**src/hw/rtl/lrupr_pkg.sv**
```systemverilog
// Shared types and constants for the LRU page replacement unit.
`timescale 1ns / 1ps

package lrupr_pkg;

	localparam int unsigned FRAMES_DEF    = 16;
	localparam int unsigned PAGE_BITS_DEF = 16;
	localparam int unsigned CFG_W         = 5;
	localparam int unsigned SLOT_W        = 4;
	localparam int unsigned COUNT_W       = 16;

	localparam logic [CFG_W-1:0]   CFG_RESET = CFG_W'(16);
	localparam logic [COUNT_W-1:0] COUNT_MAX = '1;

	// Flags of the search token that walks the row of frame cells.
	typedef struct packed {
		logic vld;
		logic hit;
		logic empty;
	} tok_flags_t;

	// Update broadcast to every frame cell once the search has finished.
	typedef struct packed {
		logic en;
		logic clear;
		logic write;
		logic age_all;
	} upd_ctl_t;

endpackage

```
**src/hw/rtl/lru_page_replacement.sv**
```systemverilog
// Top level of the LRU page replacement unit: request control, frame row and result registers.
//
//  channel   direction  handshake                     payload
//  request   in         start, busy                   page_number, end_of_sequence
//  result    out        done (one-cycle strobe)       fault, frame_slot, evicted_valid,
//                                                     evicted_page, fault_total
//  config    in         cfg_we                        cfg_wdata (frames_in_use)
//
// A request is carried from acceptance to its done strobe by a search token that steps
// through the row of frame cells one cell per cycle; as the token leaves the last cell
// the frames are updated and the result is registered.
// busy is high from acceptance until the result is registered; the next request may be
// accepted in the cycle done is high. The result cannot be stalled.
// Reset empties all frames at once, clears the running fault count and sets frames_in_use to 16.
`timescale 1ns / 1ps

module lru_page_replacement #(
	parameter int unsigned FRAMES    = lrupr_pkg::FRAMES_DEF,
	parameter int unsigned PAGE_BITS = lrupr_pkg::PAGE_BITS_DEF
) (
	input  logic                           clk,
	input  logic                           arst_n,
	input  logic                           start,
	output logic                           busy,
	input  logic [PAGE_BITS-1:0]           page_number,
	input  logic                           end_of_sequence,
	input  logic                           cfg_we,
	input  logic [lrupr_pkg::CFG_W-1:0]    cfg_wdata,
	output logic                           done,
	output logic                           fault,
	output logic [lrupr_pkg::SLOT_W-1:0]   frame_slot,
	output logic                           evicted_valid,
	output logic [PAGE_BITS-1:0]           evicted_page,
	output logic [lrupr_pkg::COUNT_W-1:0]  fault_total
);
	import lrupr_pkg::*;

	localparam int unsigned IDX_W = (FRAMES > 1) ? $clog2(FRAMES) : 1;

	logic [CFG_W-1:0]     frames_in_use_q;
	logic                 busy_q;
	logic                 inj_vld_q;
	logic [PAGE_BITS-1:0] inj_page_q;
	logic                 eos_q;
	logic [COUNT_W-1:0]   count_q;

	logic                 done_q;
	logic                 fault_q;
	logic [SLOT_W-1:0]    slot_q;
	logic                 ev_valid_q;
	logic [PAGE_BITS-1:0] ev_page_q;
	logic [COUNT_W-1:0]   total_q;

	tok_flags_t           fl       [FRAMES+1];
	logic [PAGE_BITS-1:0] pg       [FRAMES+1];
	logic [IDX_W-1:0]     hit_idx  [FRAMES+1];
	logic [IDX_W-1:0]     hit_rank [FRAMES+1];
	logic [IDX_W-1:0]     emp_idx  [FRAMES+1];
	logic [IDX_W-1:0]     max_idx  [FRAMES+1];
	logic [IDX_W-1:0]     max_rank [FRAMES+1];
	logic [PAGE_BITS-1:0] max_page [FRAMES+1];
	logic [FRAMES-1:0]    in_use;
	logic [FRAMES:0]      tok_vld;

	upd_ctl_t             upd;
	logic [IDX_W-1:0]     upd_slot;
	logic [IDX_W-1:0]     upd_rank;
	logic                 miss;
	logic                 evict;
	logic [COUNT_W-1:0]   count_next;
	logic [IDX_W+SLOT_W-1:0] slot_ext;
	logic                 accept;
	logic                 finish;

	assign accept = start && !busy_q;
	assign finish = tok_vld[FRAMES];

	assign fl[0]       = '{vld: inj_vld_q, hit: 1'b0, empty: 1'b0};
	assign pg[0]       = inj_page_q;
	assign hit_idx[0]  = '0;
	assign hit_rank[0] = '0;
	assign emp_idx[0]  = '0;
	assign max_idx[0]  = '0;
	assign max_rank[0] = '0;
	assign max_page[0] = '0;

	genvar i;
	generate
		for (i = 0; i < FRAMES; i++) begin : g_cell
			// A setting of zero still keeps frame 0 in use.
			assign in_use[i] = (i == 0) || (32'(frames_in_use_q) > 32'(i));

			lrupr_cell #(
				.FRAMES    (FRAMES),
				.PAGE_BITS (PAGE_BITS),
				.IDX       (i)
			) u_cell (
				.clk           (clk),
				.arst_n        (arst_n),
				.in_use        (in_use[i]),
				.flags_in      (fl[i]),
				.page_in       (pg[i]),
				.hit_idx_in    (hit_idx[i]),
				.hit_rank_in   (hit_rank[i]),
				.empty_idx_in  (emp_idx[i]),
				.max_idx_in    (max_idx[i]),
				.max_rank_in   (max_rank[i]),
				.max_page_in   (max_page[i]),
				.flags_out     (fl[i+1]),
				.page_out      (pg[i+1]),
				.hit_idx_out   (hit_idx[i+1]),
				.hit_rank_out  (hit_rank[i+1]),
				.empty_idx_out (emp_idx[i+1]),
				.max_idx_out   (max_idx[i+1]),
				.max_rank_out  (max_rank[i+1]),
				.max_page_out  (max_page[i+1]),
				.upd           (upd),
				.upd_slot      (upd_slot),
				.upd_rank      (upd_rank),
				.upd_page      (pg[FRAMES])
			);
		end
		for (i = 0; i <= FRAMES; i++) begin : g_vld
			assign tok_vld[i] = fl[i].vld;
		end
	endgenerate

	// Decision taken from the token as it leaves the last cell.
	always_comb begin
		miss  = !fl[FRAMES].hit;
		evict = miss && !fl[FRAMES].empty;
		if (!miss) begin
			upd_slot = hit_idx[FRAMES];
		end else if (!evict) begin
			upd_slot = emp_idx[FRAMES];
		end else begin
			upd_slot = max_idx[FRAMES];
		end
		upd_rank    = miss ? max_rank[FRAMES] : hit_rank[FRAMES];
		upd.en      = finish;
		upd.clear   = eos_q;
		upd.write   = miss;
		upd.age_all = miss && !evict;
		if (miss && (count_q != COUNT_MAX)) begin
			count_next = count_q + COUNT_W'(1);
		end else begin
			count_next = count_q;
		end
		slot_ext = {{SLOT_W{1'b0}}, upd_slot};
	end

	always_ff @(posedge clk or negedge arst_n) begin
		if (!arst_n) begin
			frames_in_use_q <= CFG_RESET;
			busy_q          <= 1'b0;
			inj_vld_q       <= 1'b0;
			count_q         <= '0;
			done_q          <= 1'b0;
		end else begin
			if (cfg_we) begin
				frames_in_use_q <= cfg_wdata;
			end
			inj_vld_q <= accept;
			done_q    <= finish;
			if (accept) begin
				busy_q <= 1'b1;
			end else if (finish) begin
				busy_q <= 1'b0;
			end
			if (finish) begin
				count_q <= eos_q ? '0 : count_next;
			end
		end
	end

	always_ff @(posedge clk) begin
		if (accept) begin
			inj_page_q <= page_number;
			eos_q      <= end_of_sequence;
		end
		if (finish) begin
			fault_q    <= miss;
			slot_q     <= slot_ext[SLOT_W-1:0];
			ev_valid_q <= evict;
			ev_page_q  <= evict ? max_page[FRAMES] : '0;
			total_q    <= count_next;
		end
	end

	assign busy          = busy_q;
	assign done          = done_q;
	assign fault         = fault_q;
	assign frame_slot    = slot_q;
	assign evicted_valid = ev_valid_q;
	assign evicted_page  = ev_page_q;
	assign fault_total   = total_q;

`ifndef SYNTHESIS
	// Only one request is ever in flight along the row.
	a_one_token: assert property (@(posedge clk) disable iff (!arst_n) $onehot0(tok_vld))
		else $error("more than one search token in the frame row");
	// A token in the row always belongs to an accepted request.
	a_token_busy: assert property (@(posedge clk) disable iff (!arst_n) (|tok_vld) |-> busy_q)
		else $error("search token present while idle");
	// The result strobe follows the end of the busy period.
	a_done_idle: assert property (@(posedge clk) disable iff (!arst_n) done |-> !busy_q)
		else $error("result strobe while still busy");
	// A replacement only happens on a page fault.
	a_evict_fault: assert property (@(posedge clk) disable iff (!arst_n)
		(done && evicted_valid) |-> fault)
		else $error("eviction reported on a hit");
	// An accepted request enters the row in the next cycle.
	a_inject: assert property (@(posedge clk) disable iff (!arst_n)
		accept |=> (busy_q && tok_vld[0]))
		else $error("accepted request did not enter the frame row");
`endif

endmodule

```
**src/hw/rtl/lrupr_cell.sv**
```systemverilog
// One page frame: its page, valid bit and recency rank, plus one stage of the search token.
`timescale 1ns / 1ps

module lrupr_cell #(
	parameter int unsigned FRAMES    = 16,
	parameter int unsigned PAGE_BITS = 16,
	parameter int unsigned IDX       = 0,
	localparam int unsigned IDX_W    = (FRAMES > 1) ? $clog2(FRAMES) : 1
) (
	input  logic                   clk,
	input  logic                   arst_n,
	input  logic                   in_use,
	input  lrupr_pkg::tok_flags_t  flags_in,
	input  logic [PAGE_BITS-1:0]   page_in,
	input  logic [IDX_W-1:0]       hit_idx_in,
	input  logic [IDX_W-1:0]       hit_rank_in,
	input  logic [IDX_W-1:0]       empty_idx_in,
	input  logic [IDX_W-1:0]       max_idx_in,
	input  logic [IDX_W-1:0]       max_rank_in,
	input  logic [PAGE_BITS-1:0]   max_page_in,
	output lrupr_pkg::tok_flags_t  flags_out,
	output logic [PAGE_BITS-1:0]   page_out,
	output logic [IDX_W-1:0]       hit_idx_out,
	output logic [IDX_W-1:0]       hit_rank_out,
	output logic [IDX_W-1:0]       empty_idx_out,
	output logic [IDX_W-1:0]       max_idx_out,
	output logic [IDX_W-1:0]       max_rank_out,
	output logic [PAGE_BITS-1:0]   max_page_out,
	input  lrupr_pkg::upd_ctl_t    upd,
	input  logic [IDX_W-1:0]       upd_slot,
	input  logic [IDX_W-1:0]       upd_rank,
	input  logic [PAGE_BITS-1:0]   upd_page
);
	import lrupr_pkg::*;

	localparam logic [IDX_W-1:0] MY_IDX = IDX_W'(IDX);

	logic [PAGE_BITS-1:0] page_q;
	logic                 valid_q;
	logic [IDX_W-1:0]     rank_q;

	tok_flags_t           flags_q;
	logic [PAGE_BITS-1:0] tpage_q;
	logic [IDX_W-1:0]     hit_idx_q;
	logic [IDX_W-1:0]     hit_rank_q;
	logic [IDX_W-1:0]     empty_idx_q;
	logic [IDX_W-1:0]     max_idx_q;
	logic [IDX_W-1:0]     max_rank_q;
	logic [PAGE_BITS-1:0] max_page_q;

	logic match;
	logic empty_here;
	logic take_max;

	// The first matching frame wins, so a token that already hit passes unchanged.
	assign match      = in_use && valid_q && !flags_in.hit && (page_q == page_in);
	assign empty_here = in_use && !valid_q && !flags_in.empty;
	assign take_max   = in_use && ((MY_IDX == '0) || (rank_q > max_rank_in));

	always_ff @(posedge clk or negedge arst_n) begin
		if (!arst_n) begin
			flags_q <= '0;
		end else begin
			flags_q.vld   <= flags_in.vld;
			flags_q.hit   <= flags_in.hit || match;
			flags_q.empty <= flags_in.empty || empty_here;
		end
	end

	always_ff @(posedge clk) begin
		tpage_q     <= page_in;
		hit_idx_q   <= match ? MY_IDX : hit_idx_in;
		hit_rank_q  <= match ? rank_q : hit_rank_in;
		empty_idx_q <= empty_here ? MY_IDX : empty_idx_in;
		max_idx_q   <= take_max ? MY_IDX : max_idx_in;
		max_rank_q  <= take_max ? rank_q : max_rank_in;
		max_page_q  <= take_max ? page_q : max_page_in;
	end

	always_ff @(posedge clk or negedge arst_n) begin
		if (!arst_n) begin
			valid_q <= 1'b0;
			rank_q  <= '0;
		end else if (upd.en) begin
			if (upd.clear) begin
				valid_q <= 1'b0;
				rank_q  <= '0;
			end else if (upd_slot == MY_IDX) begin
				rank_q <= '0;
				if (upd.write) begin
					valid_q <= 1'b1;
				end
			end else if (valid_q && (upd.age_all || (rank_q < upd_rank))) begin
				// Ranks of valid frames stay a permutation, so this never wraps.
				rank_q <= rank_q + IDX_W'(1);
			end
		end
	end

	always_ff @(posedge clk) begin
		if (upd.en && upd.write && (upd_slot == MY_IDX)) begin
			page_q <= upd_page;
		end
	end

	assign flags_out     = flags_q;
	assign page_out      = tpage_q;
	assign hit_idx_out   = hit_idx_q;
	assign hit_rank_out  = hit_rank_q;
	assign empty_idx_out = empty_idx_q;
	assign max_idx_out   = max_idx_q;
	assign max_rank_out  = max_rank_q;
	assign max_page_out  = max_page_q;

endmodule

```
**config.mk**
```make
export PLATFORM = sky130hd
export DESIGN_NAME = lru_page_replacement
export DESIGN_NICKNAME = d
export VERILOG_FILES = /design/src/hw/rtl/lrupr_pkg.sv /design/src/hw/rtl/lru_page_replacement.sv /design/src/hw/rtl/lrupr_cell.sv
export SDC_FILE = /design/constraint.sdc
export NUM_CORES = 2
export LEC_CHECK = 0
export BUFFER_PORTS_ARGS = -buffer_cell sky130_fd_sc_hd__buf_2
export CAP_MARGIN = 15
export CORE_UTILIZATION = 35
export DETAILED_ROUTE_END_ITERATION = 6
export HOLD_SLACK_MARGIN = 0.12
export PLACE_DENSITY = 0.53
export SLEW_MARGIN = 20
export SYNTH_ARGS = -nofsm -noshare
export SYNTH_HDL_FRONTEND = slang
export SYNTH_SLANG_ARGS = --single-unit
```
**constraint.sdc**
```tcl
create_clock -name clk -period 9.2 [get_ports clk]
set_input_delay 1.38 -clock clk [delete_from_list [all_inputs] [get_ports clk]]
set_output_delay 1.38 -clock clk [all_outputs]
set_load 0.05 [all_outputs]
```
==> flow_summary.yaml <==
die:
  die_y_microns: 356
  ios: 66
  dieArea_sq_um: 126000
  core.rowCount: 129
  start_util_pct: 35.4
  die_x_microns: 356
  core_area_sq_um: 124000
routing:
  wirelength_microns: 93700
  vias: 23000
  drtIter0Drc: 1218
  ant_nets: 0
  drt_pass1_iterations: 7
  wirelength_met1_microns: 43500
  remaining_drc_errors: 28
  wl_met2_microns: 44100
  wire_per_inst_microns: 18.6
  routed_via_density: 4.58
  top_layer: "met4"
  routed-wl-met3_microns: 3440
finish:
  final_area_sq_um: 50700
  fillCellCount: 11400
  layout.nets: 3434
  drive_above_1_share_pct: 22.5
  register_area_sq_um: 28900
  fin_util_pct: 41.0
  final_cells: 5034
  syn_to_final_growth_pct: 15.9
  multi_input_area_sq_um: 14200
pwr:
  seq_power_share_pct: 49.3
  netSwitchingPower_w: 0.00356
  intPower_w: 0.0108
  p_clk_share_pct: 37.4
  peakVddDrop_v: 0.000203
  power_leakage_nw: 20.2
  power_density_nw_per_um2: 282
  pwr-share-comb_pct: 13.3
  swShare_pct: 24.9
worst_setup_path:
  critPathRequiredTime_ns: 9.79
  end_kind: "flop"
  cp_slowest_cell: "dfrtp_1"
  crit-reg2reg-launch: "g_cell[15].u_cell.flags_out[1]$_DFF_PN0_"
  ff2ff_setup_slack_ns: 5.74
  path_max_fanout: 19
  path_class: "reg2reg"
  r2r_end: "g_cell[0].u_cell.rank_q[3]$_DFFE_PN0P_"
  crit_family: "compound AO/OA/AOI/OAI gates"
  ff2ff_path_depth: 8
  path_cells: "mux2i_2 > buf_4 > ha_1 > o21ai_0 > a21oi_1 > a221oi_1 > and2_1 > o221ai_1"
  start_kind: "flop"
  path_buf_inv: 1
  slowest_delay_ns: 0.88
  critical_path_arrival_ns: 4.05
global_route:
  grt_antenna_before_repair: 3
  grt_pass1_wl_microns: 146000
  gr-total-overflow: 0
  grt_pass1_vias: 24200
  grt_usage_pct: 15.1
  grt_max_degree: 94
synth:
  syn_area_per_cell_sq_um: 14.0
  synth_area_sq_um: 43800
  netlist.area_leader.share_pct: 36.0
  synth_nets: 3272
  synth_edf_count: 311
  ys_ff_latch: 1250
  syn_inst: 3121
  synth_seq_area_share_pct: 66.0
  synth_most_common_cell: "dfxtp_1"
  synthDistinctLibCells: 65
  ys_warn_count: 0
  synth_ff_type: "dfxtp_1"
  yosysTopAreaCell: "dfxtp_1"
  ys_async_sr_fraction_pct: 12.2
  ys_top_cells_by_area: "dfxtp_1 36%, edfxtp_1 21%, mux2_2 8.9%"
  synth_common_cells: "787 x dfxtp_1, 345 x mux2_2, 311 x edfxtp_1"
clock_network:
  cts_htree_levels: 4
  worstSkewPairLatency_ns: 0.74
  cts_inserted_buffers: 132
  cts_tree: "built"
  cts_buffer_depth: 3
  cts-resized-gates: 0
  postCtsSetupBuffers: 0
  clock_sinks: 1250
  postCtsHoldBufs: 0
  root_buffer: "clkbuf_16"
  clk_pin_slew_ns: 0.06
timing:
  final.min_clock_period_ns: 3.46
  rsz0062_at_grt: "false"
  finalMaxSlewViolations: 0
  slew_headroom_pct: 25.9
  skew_ns: 0.0223
  worst_slew_pin_slew_ns: 1.10
  min_period_over_period_pct: 37.6
  hold_viol_final: 0
  finalSetupViolCount: 0
  fmax_mhz: 289
  setup_slack_ns: 5.74
  setup_tns_ns: 0
placement:
  place_worst_setup_slack_ns: 5.75
  numPortBuffers: 65
  dp.cells: 4786
  placed_area_sq_um: 46300
  place_hpwl_microns: 68700
  gp_congestion: 0.796
min_path:
  min-delay-start: "g_cell[4].u_cell.flags_out[2]$_DFF_PN0_"
  holdCritPathClass: "reg2reg"
  hold_path_depth: 0
  timing.hold.worst_endpoint: "g_cell[5].u_cell.flags_out[2]$_DFF_PN0_"
run_status:
  outcome: "complete, but fails checks"
  violations: "DRC"
run:
  cap_violations: 0
-- how the worst max path moves through the flow --
stage,startpoint,to,slack [ns],cells past startpoint
2_1_floorplan,g_cell[15].u_cell.flags_out[1]$_DFF_PN0_,g_cell[0].u_cell.rank_q[3]$_DFFE_PN0P_,6.10,9
3_3_place_gp,frames_in_use_q[4]$_DFFE_PN1P_,g_cell[7].u_cell.hit_rank_out[0]$_DFF_P_,5.78,5
3_5_place_dp,g_cell[15].u_cell.flags_out[1]$_DFF_PN0_,g_cell[0].u_cell.rank_q[3]$_DFFE_PN0P_,5.75,8
4_1_cts,g_cell[15].u_cell.flags_out[1]$_DFF_PN0_,g_cell[0].u_cell.rank_q[3]$_DFFE_PN0P_,5.71,8
5_1_grt,g_cell[15].u_cell.flags_out[1]$_DFF_PN0_,g_cell[0].u_cell.rank_q[0]$_DFFE_PN0P_,5.46,8
6_report,g_cell[15].u_cell.flags_out[1]$_DFF_PN0_,g_cell[0].u_cell.rank_q[3]$_DFFE_PN0P_,5.74,8
-- final cells by class --
| class | instances | share of cell area (%) |
|---|---|---|
| Antenna cell | 3 | 0.0148 |
| Clock buffer | 199 | 7.75 |
| Clock inverter | 46 | 1.07 |
| Inverter | 110 | 0.814 |
| Multi-Input combinational cell | 1678 | 28.0 |
| Sequential cell | 1250 | 57.0 |
| Tap cell | 1637 | 4.04 |
| Timing Repair Buffer | 111 | 1.33 |
-- per-layer routing --
| metal | vias up | global-route usage (%) |
|---|---|---|
| met2 | 384 | 24.6 |
| met5 | - | 0 |
| met4 | 0 | 5.65 |
| met1 | 11000 | 19.8 |
| met3 | 148 | 2.74 |
| li1 | 11500 | - |
-- power groups by stage --
stage	combinational, W	sequential, W	clock (W)
final	0.00191	0.00706	0.00535
after global routing	0.00209	0.00716	0.00573
after CTS	0.00194	0.00707	0.00550
after global placement	0.00191	0.00718	0
after detailed placement	0.00191	0.00718	0
after floorplan	0.00137	0.00707	0
-- flip-flops by register name, indices dropped and copies added (netlist names), 4 cells and up --
signal                       flops
count_q                         16
evicted_page                    16
fault_total                     16
frame_slot                       4
frames_in_use_q                  5
g_cell.u_cell.empty_idx_out     49
g_cell.u_cell.flags_out         48
g_cell.u_cell.hit_idx_out       49
g_cell.u_cell.hit_rank_out      64
g_cell.u_cell.max_idx_out       49
g_cell.u_cell.max_page_out     256
g_cell.u_cell.max_rank_out      64
g_cell.u_cell.page_out         256
g_cell.u_cell.page_q           256
g_cell.u_cell.rank_q            64
g_cell.u_cell.valid_q           16
inj_page_q                      16
-- logic make-up (layout without fill, tap and decap cells) --
logic type | count (synthesis) | count (layout) | synth area share [%]
adder cells (fa/ha/maj) | 125 | 125 | 3.57
buffers and inverters | 193 | 466 | 1.73
other | 0 | 3 | 0
flip-flops | 1250 | 1250 | 66.0
multiplexers | 391 | 391 | 9.97
AND/OR/NAND/NOR | 577 | 577 | 7.78
XOR/XNOR | 270 | 270 | 5.40
AO/OA/AOI/OAI | 315 | 315 | 5.52
-- layout by cell type (no fill, tap or decap), types with 12 or more instances in the layout --
cell,n
clkbuf_1,38
mux2i_1,38
dfxtp_1,787
ha_1,125
nand2b_1,51
mux2_2,345
dfrtp_1,150
nand3_1,36
a211o_1,20
clkbuf_16,140
nand2_1,50
or2_2,66
a41oi_1,30
clkinv_2,16
o21bai_1,14
inv_1,109
buf_4,46
o41ai_1,15
o21ai_0,30
nand4_1,65
a41o_1,12
o211ai_1,22
buf_2,64
edfxtp_1,311
and3_1,42
nor2b_1,49
nor4_1,45
clkbuf_8,21
a211oi_1,12
o21a_1,70
nor3_1,25
xor2_1,135
nor2_1,58
and2_1,46
o21ai_2,12
xnor2_1,135
-- metrics by stage --
| stage | power [W] | hold slack, ns |
|---|---|---|
| after detailed placement | 0.00909 | 0.335 |
| after floorplan | 0.00844 | 0.331 |
| after global routing | 0.0150 | 0.351 |
| final | 0.0143 | 0.344 |
| after CTS | 0.0145 | 0.348 |
| after global placement | 0.00909 | 0.333 |
Power figures use the tool's default switching activity.
